**src/rtl/core/pcm_pkg.sv**
```systemverilog
// shared types and constants for the crosspoint patch matrix mixer
`timescale 1ns / 1ps

package pcm_pkg;

  // fixed field widths
  localparam int GAIN_W    = 16;
  localparam int IDX_W     = 4;
  localparam int MIX_W     = 28;
  localparam int CNT_W     = 5;
  localparam int FRAC_BITS = 15;
  localparam int OP_W      = 2;

  // request op codes
  localparam logic [OP_W-1:0] OP_CLEAR    = 2'd0;
  localparam logic [OP_W-1:0] OP_SET_GAIN = 2'd1;
  localparam logic [OP_W-1:0] OP_SAMPLE   = 2'd2;

  // controller states
  typedef enum logic [1:0] {
    ST_IDLE,
    ST_CLEAR,
    ST_MIX
  } state_t;

  // controller to datapath commands
  typedef struct packed {
    logic wr_gain;
    logic wr_sample;
    logic clear_step;
    logic mix_step;
  } pcm_cmd_t;

  // datapath to controller status
  typedef struct packed {
    logic sweep_last;
  } pcm_status_t;

endpackage

```
**src/rtl/core/pcm_ctrl.sv**
```systemverilog
// controller state machine: request decode, clear sweep and mix sweep
`timescale 1ns / 1ps

module pcm_ctrl import pcm_pkg::*; (
  input  logic              clk,
  input  logic              rst,
  input  logic              start,
  input  logic [OP_W-1:0]   op,
  input  logic              frame_end,
  input  pcm_status_t       status,
  output pcm_cmd_t          cmd,
  output logic              busy
);

  state_t state;
  state_t state_next;

  // state register, reset starts a clearing pass over the gain memory
  always_ff @(posedge clk) begin
    if (rst) begin
      state <= ST_CLEAR;
    end else begin
      state <= state_next;
    end
  end

  // next state and commands
  always_comb begin
    state_next = state;
    cmd        = '0;
    case (state)
      ST_IDLE: begin
        if (start) begin
          case (op)
            OP_CLEAR: begin
              state_next = ST_CLEAR;
            end
            OP_SET_GAIN: begin
              cmd.wr_gain = 1'b1;
            end
            OP_SAMPLE: begin
              cmd.wr_sample = 1'b1;
              if (frame_end) begin
                state_next = ST_MIX;
              end
            end
            default: begin
            end
          endcase
        end
      end
      ST_CLEAR: begin
        cmd.clear_step = 1'b1;
        if (status.sweep_last) begin
          state_next = ST_IDLE;
        end
      end
      ST_MIX: begin
        cmd.mix_step = 1'b1;
        if (status.sweep_last) begin
          state_next = ST_IDLE;
        end
      end
      default: begin
        state_next = ST_IDLE;
      end
    endcase
  end

  assign busy = (state != ST_IDLE);

endmodule

```
**config.mk**
```make
export PLATFORM = sky130hd
export DESIGN_NAME = pcm_ctrl
export DESIGN_NICKNAME = d
export VERILOG_FILES = /design/src/rtl/core/pcm_pkg.sv /design/src/rtl/core/pcm_ctrl.sv
export SDC_FILE = /design/constraint.sdc
export NUM_CORES = 1
export LEC_CHECK = 0
export BUFFER_PORTS_ARGS = -buffer_cell sky130_fd_sc_hd__buf_2
export CORE_AREA = 5 5 42 44
export DETAILED_ROUTE_END_ITERATION = 16
export DIE_AREA = 0 0 47 49
export PLACE_DENSITY = 0.3
export SLEW_MARGIN = 25
export SYNTH_ARGS = -nofsm -noshare
export SYNTH_HDL_FRONTEND = slang
export SYNTH_SLANG_ARGS = --single-unit
```
**constraint.sdc**
```tcl
create_clock -name clk -period 3.6 [get_ports clk]
set_input_delay 0.36 -clock clk [delete_from_list [all_inputs] [get_ports clk]]
set_output_delay 0.36 -clock clk [all_outputs]
set_load 0.01 [all_outputs]
```
---- Word level (Yosys, flattened, before mapping) ----
Cells that the tools add are included.
storage, ports and cells
  bits in registers ....................... 2
  output and inout bits ................... 5
  input port bits ......................... 7
  bits in read-only memories .............. 0
  logic and storage cells ................. 25
  latch bits .............................. 0
  memories ................................ 0
  bits in writable memories ............... 0
operators by class
  div/mod/pow operators ................... 0
  bitwise operators ....................... 0
  add/sub/neg operators ................... 0
  $lt $le $gt $ge ......................... 0
  multipliers ............................. 0
  mux-type cells .......................... 11
  shifts and indexed selects .............. 0
  reduce and logical (&&, ||, !) cells .... 5
  eq/ne operators ......................... 8
operators with widths
  kind                                           number
  2-to-1 mux 2 bit                               5
  case mux 2 bit (2 select lines)                2
  == test 2 x 1 -> 1 bit, second input constant  2
  == test 2 bit, second input constant           2
  logical NOT 2 bit                              2
  2-to-1 mux 1 bit                               4
  AND reduction 4 bit                            1
  != test 3 x 1 -> 1 bit, second input constant  1
  != test 3 bit, second input constant           1
  != test 2 x 1 -> 1 bit, second input constant  1
  != test 2 bit, second input constant           1
  nonzero test 2 bit                             1
  OR reduction 2 bit                             1

---- Logic depth before layout (Yosys ltp) ----
  word-level depth ........................ 4
  gate-level depth with buffers ........... 6
  gate-level depth less buffers ........... 6

---- Worst setup path before layout ----
No wires, ideal clock.
  kind .................................... register to register
  from .................................... reg state[1]
  to ...................................... reg state[1]
  buffers on the path ..................... 0
  period minus slack after synthesis ...... 1374 ps
  data required time ...................... 3526 ps
  setup slack ............................. 2226 ps
  arrival time ............................ 1300 ps
  stages on the path, launching flop included .. 6
  setup time .............................. 74 ps
  path through ............................ dfxtp_1 inv_1 ha_1 nor2b_1 or4_1 a31oi_1
on the way
  cells in the longest elaborated chain, start to end .. 4
  elaborated cells between the ends (all ways) .. 10
  those cells by class .................... eq/ne: 6; mux: 1; reduce/logical: 3
ends and longest elaborated chain
  what                                                     line            source
  from (decl)                                              pcm_ctrl.sv:15  state_t state;
  from (signal assigned)                                   pcm_ctrl.sv:23  state <= state_next;
  == test 2 bit or == test 2 x 1 -> 1 bit (tied branches)  pcm_ctrl.sv:31  case (state)
  OR reduction 2 bit (no source line)                      n/a
  != test 2 x 1 -> 1 bit (no source line)                  n/a
  AND reduction 4 bit (no source line)                     n/a
Several ways; a longest one is shown, not always the timed one.
A chain may end at the register's enable or synchronous reset.

==> summary.txt <==
Outcome
  • Status: finished clean

STA
  • Slew Limit Fails: 0
  • Slew HR: 83.1%
  • Fmax: 584 MHz
  • Final period util: 47.6%
  • RSZ-0062 raised after global routing: false
  • Final hold violation count: 0
  • Tightest Pin Transition: 251 ps
  • Tmin final: 1710 ps
  • Worst hold slack: 309 ps
  • Clk_skew: 3.66 ps
  • Final TNS setup: 0 ps
  • Final setup viols: 0

Route
  • Vias per cell: 4.02
  • Vias: 213
  • Routed len/inst: 10.3 um
  • Antenna viol nets, final: 0
  • Drc violations: 0
  • Routed wire length: 546 um
  • Iter 0 DRT Violations: 2
  • TritonRoute pass-1 iters: 2

Run
  • Max Cap Viol: 0

Layout
  • Area growth, synth to finish: 55.3%
  • Largest registers in the final layout: state x2
  • Top reg by flops: state
  • Layout cells sized above 1: 40.5%
  • Diode count: 0
  • Layout Nets: 49
  • Max FFs per register: 2

Worst setup path
  • CP Max Fanout: 5
  • Worst R2R Start: state[1]$_SDFFE_PP0P_
  • CP Launch Point: state[1]$_SDFFE_PP0P_
  • Slowest stage delay, CP: 330 ps
  • CP cell instances: inv_1 -> ha_1 -> nand2_1 -> nor3b_1 -> buf_2
  • Crit path capture type: primary output
  • Worst-case reg-to-reg path depth: 5
  • Kind of critical path: flip-flop to primary output
  • Critical-path top delay cell: dfxtp_1
  • Buf/Inv on CP: 2
  • Worst Path Required: 3240 ps
  • WP depth: 5
  • Worst R2R Setup Slack: 2130 ps
  • Delay-heaviest family, CP: flip-flops
  • CP arrival: 1350 ps
  • Crit start category: flip-flop

Floorplan
  • Initial core utilization: 12.6%
  • I/O pin cnt: 12
  • Die height: 49 um
  • FP Rows: 14
  • Core footprint: 1400 um^2
  • Full die area: 2300 um^2
  • Die Width: 47 um

Global routing
  • First-pass GRT wire length: 890 um
  • Initial antenna violation count: 0
  • Vias in the first global route: 205
  • Grt ovf: 0
  • Largest net degree at the start of global routing: 6
  • Total GRT Usage: 5.98%

Clock tree
  • H-tree depth: 1
  • Root buffer cell: clkbuf_4
  • CTS Buf Count: 3
  • Worst-Skew Late Latency: 220 ps
  • CTS Hold Bufs: 0
  • PostCTS Resize Cnt: 0
  • Postcts setup bufs: 0
  • Sink Count: 2
  • CTS tree: built
  • Reg clk slew, reported paths: 30 ps
  • Clock buffer depth: 2

Synth
  • Top-count cell post-synth: ha_1
  • Post-synth EDFFs: 0
  • Top post-synthesis cells by area: dfxtp_1 23%, ha_1 21%, nand2b_1 7.1%
  • Netlist cell types: 16
  • Cell count after synthesis: 23
  • Ys Warns: 0
  • Post-synth top flop: dfxtp_1
  • Area leader, netlist: dfxtp_1
  • Synth Area per Inst: 7.67 um^2
  • Async SR Flop Fraction: 0%
  • Register area share after synthesis: 22.7%
  • Syn Nets: 33
  • Mapped cell area: 176 um^2
  • Area share of the largest cell type after synthesis: 22.7%
  • #FFs+latches synth: 2

Place
  • Dpl hpwl: 454 um
  • RePlAce Congestion: 0.682
  • Port Buf Inserts: 11

Pwr
  • Power per cell area: 355 nW/um^2
  • Maximum VDD drop: 84.8 uV
  • Static Leakage: 0.130 nW

Hold path
  • Worst hold start: rst
  • Hold depth: 2
  • Worst hold path class: primary input to flip-flop
[power by group]
part	switching (mW)	internal [mW]
Clock	0.0133	0.0368
Combinational	0.0128	0.00988
Sequential	0.000726	0.0238
Total	0.0268	0.0705
[stage by stage]
step	utilization, %	power (mW)	setup WS (ps)	instance area, um^2	std cells
final	19.6	0.0973	1890	274	53
after global routing	19.6	0.112	1750	274	53
after CTS	19.6	0.102	1870	274	53
after detailed placement	17.9	0.0476	2120	251	50
after global placement	17.9	0.0471	2150	251	50
after floorplan	-	0.0378	2230	176	23
[worst reg2reg max path, cell delays in order (launching register included)]
cell	delay, ps
dfxtp_1	360
inv_1	90
ha_1	260
nor2b_1	160
or4_1	390
a31oi_1	130
[cells in the final DEF, fill, tap and decap left out, types with 2 or more instances in the layout]
cell type and n:
buf_2 11, ha_1 3, clkbuf_4 3, inv_1 2, nand2b_1 2, nand2_1 2, a21oi_1 2, dfxtp_1 2
[area by class of cell]
| cell class | instances | area, um^2 |
|---|---|---|
| Clock buffer | 3 | 22.5 |
| Fill cell | 172 | 1130 |
| Inverter | 3 | 11.3 |
| Multi-Input combinational cell | 18 | 125 |
| Sequential cell | 2 | 40.0 |
| Tap cell | 16 | 20.0 |
| Timing Repair Buffer | 11 | 55.1 |
[kinds of logic after synthesis]
family          after synthesis  share of synthesized area, %
flops                         2                          22.7
simple gates                 11                          37.6
buf+inv                       3                          6.38
compound gates                4                          12.1
fa+ha+maj                     3                          21.3
[layer usage]
layer | track usage, % | vias to the layer above | share of wire, %
li1 | - | 109 | -
met1 | 5.69 | 93 | 44
met2 | 7.24 | 11 | 42
met3 | 6.64 | 0 | 14
met4 | 4.15 | 0 | 0
met5 | 0 | - | 0
[worst paths after layout]
path,endpoint
min reg2reg,state[1]$_SDFFE_PP0P_
max reg2reg,state[1]$_SDFFE_PP0P_
max,cmd[3]
min,state[1]$_SDFFE_PP0P_
Note: power is estimated with default switching activity, not from simulation.
